<file path="config.mk">
export PLATFORM = sky130hd
export DESIGN_NAME = inversion_counter_core
export DESIGN_NICKNAME = d
export VERILOG_FILES = /design/src/rtl/ic_pkg.sv /design/src/rtl/ic_cell.sv /design/src/rtl/inversion_counter_core.sv
export SDC_FILE = /design/constraint.sdc
export NUM_CORES = 2
export LEC_CHECK = 0
export BUFFER_PORTS_ARGS = -buffer_cell sky130_fd_sc_hd__buf_4
export CAP_MARGIN = 30
export CORE_UTILIZATION = 30
export CTS_CLUSTER_SIZE = 24
export DETAILED_ROUTE_END_ITERATION = 8
export PLACE_DENSITY = 0.43
export SYNTH_ARGS = -nofsm -noshare
export SYNTH_HDL_FRONTEND = slang
export SYNTH_SLANG_ARGS = --single-unit
</file>
<file path="constraint.sdc">
create_clock -name clk -period 2.8 [get_ports clk]
set_input_delay 0.28 -clock clk [delete_from_list [all_inputs] [get_ports clk]]
set_output_delay 0.28 -clock clk [all_outputs]
set_load 0.01 [all_outputs]
</file>
<file path="src/rtl/ic_pkg.sv">
package ic_pkg;

  localparam int unsigned MAX_ITEMS_DEF = 64;
  localparam int unsigned VALUE_W       = 16;
  localparam int unsigned TOTAL_W       = 11;

  typedef struct packed {
    logic vld;
    logic wr;
    logic last;
    logic ovf;
  } ic_ctl_t;

endpackage

</file>
<file path="src/rtl/ic_cell.sv">
module ic_cell #(
  parameter int unsigned SLOT_W = 6,
  parameter int unsigned CNT_W  = 6,
  parameter int unsigned IDX    = 0
) (
  input  logic                         clk,
  input  logic                         rst_n,
  input  ic_pkg::ic_ctl_t              in_ctl,
  input  logic [ic_pkg::VALUE_W-1:0]   in_value,
  input  logic [SLOT_W-1:0]            in_slot,
  input  logic [CNT_W-1:0]             in_cnt,
  output ic_pkg::ic_ctl_t              out_ctl,
  output logic [ic_pkg::VALUE_W-1:0]   out_value,
  output logic [SLOT_W-1:0]            out_slot,
  output logic [CNT_W-1:0]             out_cnt
);

  localparam logic [SLOT_W-1:0] MY_SLOT = SLOT_W'(IDX);

  logic [ic_pkg::VALUE_W-1:0] stored_r;
  ic_pkg::ic_ctl_t            ctl_r;
  logic [ic_pkg::VALUE_W-1:0] value_r;
  logic [SLOT_W-1:0]          slot_r;
  logic [CNT_W-1:0]           cnt_r;
  logic                       hit;
  logic                       wr_here;
  logic [CNT_W-1:0]           cnt_nxt;

  // cells below the token's slot hold earlier values of the same sequence
  assign hit     = in_ctl.vld && in_ctl.wr && (MY_SLOT < in_slot) && (stored_r > in_value);
  assign wr_here = in_ctl.vld && in_ctl.wr && (in_slot == MY_SLOT);
  assign cnt_nxt = in_cnt + CNT_W'(hit);

  always_ff @(posedge clk) begin
    if (wr_here) begin
      stored_r <= in_value;
    end
  end

  always_ff @(posedge clk) begin
    if (!rst_n) begin
      ctl_r <= '0;
    end else begin
      ctl_r <= in_ctl;
    end
  end

  always_ff @(posedge clk) begin
    value_r <= in_value;
    slot_r  <= in_slot;
    cnt_r   <= cnt_nxt;
  end

  assign out_ctl   = ctl_r;
  assign out_value = value_r;
  assign out_slot  = slot_r;
  assign out_cnt   = cnt_r;

endmodule

</file>
<file path="src/rtl/inversion_counter_core.sv">
// Channel   Ports                                       Handshake
// in        in_value, in_last                           start && !busy
// out       out_inversion_count, out_overflow           out_valid strobe, one cycle
//
// One beat is taken every cycle; busy stays low.
// Each beat walks the cell row, one cell per cycle, comparing against the value held
// in every earlier slot; after the last cell its result is registered once more before it leaves.
// Reset (synchronous, rst_n low) drops beats in flight and clears fill and totals.
// The receiver cannot stall: results are strobed for exactly one cycle.
module inversion_counter_core #(
  parameter int unsigned MAX_ITEMS = ic_pkg::MAX_ITEMS_DEF
) (
  input  logic                          clk,
  input  logic                          rst_n,
  input  logic                          start,
  output logic                          busy,
  input  logic [ic_pkg::VALUE_W-1:0]    in_value,
  input  logic                          in_last,
  output logic                          out_valid,
  output logic [ic_pkg::TOTAL_W-1:0]    out_inversion_count,
  output logic                          out_overflow
);

  localparam int unsigned SLOT_W = $clog2(MAX_ITEMS);
  localparam int unsigned FILL_W = $clog2(MAX_ITEMS + 1);
  localparam int unsigned CNT_W  = SLOT_W;
  localparam int unsigned SUM_W  = ic_pkg::TOTAL_W + 1;
  localparam logic [FILL_W-1:0] FILL_MAX = FILL_W'(MAX_ITEMS);

  logic [FILL_W-1:0]          fill_r, fill_nxt;
  logic                       ovf_r, ovf_nxt;
  logic [ic_pkg::TOTAL_W-1:0] total_r, total_nxt;
  logic                       out_valid_r;
  logic [ic_pkg::TOTAL_W-1:0] out_count_r;
  logic                       out_ovf_r;
  logic                       accept;
  logic                       room;
  logic [SUM_W-1:0]           sum;
  logic [ic_pkg::TOTAL_W-1:0] sat;

  ic_pkg::ic_ctl_t            ch_ctl   [MAX_ITEMS+1];
  logic [ic_pkg::VALUE_W-1:0] ch_value [MAX_ITEMS+1];
  logic [SLOT_W-1:0]          ch_slot  [MAX_ITEMS+1];
  logic [CNT_W-1:0]           ch_cnt   [MAX_ITEMS+1];

  assign busy   = 1'b0;
  assign accept = start && !busy;
  assign room   = (fill_r != FILL_MAX);

  // head of the row
  assign ch_ctl[0]   = '{vld: accept, wr: room, last: in_last, ovf: (ovf_r || !room)};
  assign ch_value[0] = in_value;
  assign ch_slot[0]  = fill_r[SLOT_W-1:0];
  assign ch_cnt[0]   = '0;

  always_comb begin
    fill_nxt = fill_r;
    ovf_nxt  = ovf_r;
    if (accept) begin
      if (in_last) begin
        fill_nxt = '0;
        ovf_nxt  = 1'b0;
      end else begin
        ovf_nxt = ovf_r || !room;
        if (room) begin
          fill_nxt = fill_r + FILL_W'(1);
        end
      end
    end
  end

  always_ff @(posedge clk) begin
    if (!rst_n) begin
      fill_r <= '0;
      ovf_r  <= 1'b0;
    end else begin
      fill_r <= fill_nxt;
      ovf_r  <= ovf_nxt;
    end
  end

  for (genvar k = 0; k < MAX_ITEMS; k++) begin : g_cell
    ic_cell #(
      .SLOT_W (SLOT_W),
      .CNT_W  (CNT_W),
      .IDX    (k)
    ) u_cell (
      .clk       (clk),
      .rst_n     (rst_n),
      .in_ctl    (ch_ctl[k]),
      .in_value  (ch_value[k]),
      .in_slot   (ch_slot[k]),
      .in_cnt    (ch_cnt[k]),
      .out_ctl   (ch_ctl[k+1]),
      .out_value (ch_value[k+1]),
      .out_slot  (ch_slot[k+1]),
      .out_cnt   (ch_cnt[k+1])
    );
  end

  // tail: saturating accumulate
  assign sum = SUM_W'(total_r) + SUM_W'(ch_cnt[MAX_ITEMS]);
  assign sat = sum[ic_pkg::TOTAL_W] ? '1 : sum[ic_pkg::TOTAL_W-1:0];

  always_comb begin
    total_nxt = total_r;
    if (ch_ctl[MAX_ITEMS].vld) begin
      total_nxt = ch_ctl[MAX_ITEMS].last ? '0 : sat;
    end
  end

  always_ff @(posedge clk) begin
    if (!rst_n) begin
      total_r     <= '0;
      out_valid_r <= 1'b0;
    end else begin
      total_r     <= total_nxt;
      out_valid_r <= ch_ctl[MAX_ITEMS].vld && ch_ctl[MAX_ITEMS].last;
    end
  end

  always_ff @(posedge clk) begin
    out_count_r <= sat;
    out_ovf_r   <= ch_ctl[MAX_ITEMS].ovf;
  end

  assign out_valid           = out_valid_r;
  assign out_inversion_count = out_count_r;
  assign out_overflow        = out_ovf_r;

endmodule

</file>
==> results.sh <==
export IMPL_first_pass_iters=5
export IMPL_clock_sinks=3027
export IMPL_instances_no_fill=13193
export IMPL_cp_data_arrival_time_ns=3.36
export IMPL_synth_top_cell_area_share_pct=38.4
export IMPL_critical_path_class="flip-flop to flip-flop"
export IMPL_hold_class="primary input to flip-flop"
export IMPL_max_freq_mhz=381
export IMPL_skew_ns=0.0336
export IMPL_cts_path_max_buffers=4
export IMPL_wl_mm=195
export IMPL_crit_top_cell="ha_1"
export IMPL_cpPeakStageDelay_ns=0.46
export IMPL_place_congestion=0.748
export IMPL_grt_pass1_wl_mm=317
export IMPL_first_global_vias=58330
export IMPL_hold_viol_final=0
export IMPL_antenna_found_initial=4
export IMPL_critical_path_required_ns=3.53
export IMPL_fin_nets=9488
export IMPL_cts_max_level=5
export IMPL_cp_cell_sequence="inv_1 > ha_1 > and3_1 > nand4_1 > nor3_1 > or3b_1 > a31oi_4 > ha_2 > ha_1 > nand3_1 > xnor2_1"
export IMPL_fin_crit_sh_pct=93.8
export IMPL_cp_top_family="simple AND/OR/NAND/NOR gates"
export IMPL_min_period_ns=2.63
export IMPL_p_per_area_mw_per_mm2=738
export IMPL_async_flop_share_pct=0
export IMPL_status="finished, final reports clean"
export IMPL_finalSetupViolCount=0
export IMPL_ios=34
export IMPL_netlist_top_cells_count="dfxtp_1 (2019), ha_1 (1139), inv_1 (1037)"
export IMPL_cp_end_kind="flip-flop"
export IMPL_cp_start_kind="flip-flop"
export IMPL_drt_iter0_markers=2006
export IMPL_synth_edf_count=1008
export IMPL_yosys_cell_count_top_type="dfxtp_1"
export IMPL_drv_slew=0
export IMPL_via_per_inst=4.21
export IMPL_maxCapViolations=0
export IMPL_cts_clk_slew_worst_paths_ns=0.06
export IMPL_yosysWarnings=0
export IMPL_cts_tree="done"
export IMPL_fp_dieH_um=594
export IMPL_start_util_pct=30.1
export IMPL_fin_tns_setup_ns=0
export IMPL_synth_cells=7880
export IMPL_groute_usage_overall_pct=11.0
export IMPL_critPathBufInv=1
export IMPL_synthTopCellsByArea="dfxtp_1 (38%), edfxtp_1 (29%), ha_1 (14%)"
export IMPL_dieArea_mm2=0.353
export IMPL_drive_gt1_share_pct=8.43
export IMPL_clkLatencyLatePin_ns=0.85
export IMPL_holdWs_ns=0.105
export IMPL_clockRootBuffer="clkbuf_16"
export IMPL_peakVddDrop_mv=0.540
export IMPL_tightest_slew_ns=0.924
export IMPL_reg2reg_depth=11
export IMPL_leakagePower_uw=0.0514
export IMPL_grt_overflow_total=0
export IMPL_ys_ff_latch=3027
export IMPL_grt_max_degree=123
export IMPL_die_w_um=594
export IMPL_cts_buffers=324
export IMPL_fill_cells=33763
export IMPL_core_rowCount=217
export IMPL_netlist_area_mm2=0.105
export IMPL_p_total_uw=90900
export IMPL_seq_area_frac_synth_pct=67.2
export IMPL_regArea_mm2=0.0707
export IMPL_synth_fp_nets=9040
export IMPL_cp_slowest_cell="or3b_1"
export IMPL_area_delta_synth_final_pct=17.1
export IMPL_via_count=55527
export IMPL_multi_input_area_mm2=0.0309
export IMPL_yosys_area_top_type="dfxtp_1"
export IMPL_post_place_ws_ns=-0.109
export IMPL_synthDistinctLibCells=81
export IMPL_wl_per_cell_um=14.8
export IMPL_placedCellCount=12581
export IMPL_avgSynthCellArea_um2=13.3
export IMPL_postRouteAntennaNets=0
export IMPL_drc=0
export IMPL_ys_flop_type="dfxtp_1"
export IMPL_max_slew_margin_rel_pct=38.4
export IMPL_port_buffers=32
export IMPL_core_region_area_mm2=0.349
export IMPL_dp_final_hpwl_mm=140
export IMPL_path_depth=11
export IMPL_crit_fanout=3
export IMPL_min_path_cells=2
export IMPL_postLayoutSetupSlackWorst_ns=0.174
==> through the flow <==
stage / instance area (µm²) / util (%)
4_1_cts: 123000 / 35.2
6_report: 123000 / 35.3
2_1_floorplan: 105000 / -
3_3_place_gp: 112000 / 32.1
5_1_grt: 123000 / 35.3
3_5_place_dp: 112000 / 32.1
==> cells by family (layout without fill, tap and decap cells) <==
logic type               count (synthesis)  after routing  share of synthesized area (%)
XOR/XNOR                               244            244                           2.03
AND/OR/NAND/NOR                       1484           1484                           7.75
flip-flops                            3027           3027                           67.2
adder cells (fa/ha/maj)               1140           1140                           13.6
buffers and inverters                 1070           1783                           3.82
multiplexers                             3              3                         0.0333
AO/OA/AOI/OAI                          911            911                           5.59
other                                    1              2                        0.00356
==> final timing paths <==
path,start,endpoint,slack [ns]
max,g_cell[54].u_cell.out_value[15]$_DFF_P_,g_cell[55].u_cell.out_cnt[4]$_DFF_P_,0.17
min reg2reg,g_cell[63].u_cell.out_ctl[0]$_SDFF_PN0_,out_overflow$_DFF_P_,0.32
max reg2reg,g_cell[54].u_cell.out_value[15]$_DFF_P_,g_cell[55].u_cell.out_cnt[4]$_DFF_P_,0.17
min,in_value[2],g_cell[0].u_cell.out_value[2]$_DFF_P_,0.11
==> layout by cell type, fill, tap and decap left out, types with 19 or more instances in the layout <==
| cell | netlist | layout |
|---|---|---|
| nor2_1 | 132 | 132 |
| nor2b_1 | 65 | 65 |
| nor4_1 | 44 | 19 |
| and2_1 | 256 | 256 |
| a31oi_1 | 42 | 38 |
| o21ai_0 | 106 | 103 |
| xnor2_1 | 168 | 168 |
| edfxtp_1 | 1008 | 1008 |
| xor2_1 | 76 | 76 |
| nor3_1 | 66 | 48 |
| clkinv_1 | 0 | 19 |
| buf_4 | 1 | 135 |
| clkinv_2 | 0 | 51 |
| dfxtp_1 | 2019 | 2017 |
| nand4_1 | 161 | 161 |
| ha_1 | 1139 | 1138 |
| nor3_2 | 2 | 20 |
| o211ai_1 | 63 | 63 |
| nand2_1 | 205 | 205 |
| inv_1 | 1037 | 1037 |
| clkbuf_8 | 0 | 56 |
| dlygate4sd3_1 | 0 | 19 |
| a211oi_1 | 46 | 39 |
| a221oi_1 | 45 | 42 |
| a21o_1 | 159 | 159 |
| nor4_2 | 0 | 25 |
| a21oi_1 | 330 | 330 |
| and3_1 | 129 | 129 |
| bufinv_16 | 0 | 21 |
| clkbuf_16 | 0 | 339 |
| clkbuf_1 | 29 | 81 |
| nand2b_1 | 24 | 24 |
| nand3_1 | 306 | 306 |
==> power by group <==
part	total [µW]	internal (µW)	switching [µW]
sequential	46600	46000	625
combinational	1570	703	872
clock	42700	25600	17100
==> registers in the layout, summed over array words and instances, names as in the netlist <==
register / flops
g_cell.u_cell.stored_r: 1008
out_overflow: 1
g_cell.u_cell.out_ctl: 254
total_r: 11
g_cell.u_cell.out_cnt: 369
out_inversion_count: 11
fill_r: 7
ovf_r: 1
g_cell.u_cell.out_value: 992
out_valid: 1
g_cell.u_cell.out_slot: 372
==> cell type report <==
type | instances | share of cell area [%]
antenna | 1 | 0.00203
clock buffer | 476 | 7.76
clock inverter | 115 | 0.953
inverter | 1037 | 3.16
multi-input combinational | 3783 | 25.1
sequential | 3027 | 57.4
tap | 4599 | 4.67
timing repair buffer | 155 | 0.989
==> what timing repair did <==
action | in CTS | in global routing
hold buffers | 19 | 0
endpoints found under the hold margin | 81 | 0
setup endpoints to repair | 5 | 25
buffers inserted | 0 | 1
pin swaps | 0 | 4
gates resized for setup | 3 | 29
==> per-layer routing <==
layer / part of all wire, % / up-vias / GRT usage (%)
met5: 0 / - / 0
met4: 2.8 / 0 / 3.30
met3: 3.0 / 390 / 1.87
met2: 46 / 503 / 18.2
met1: 48 / 26266 / 14.7
li1: - / 28368 / -
Power figures use the tool's default switching activity.
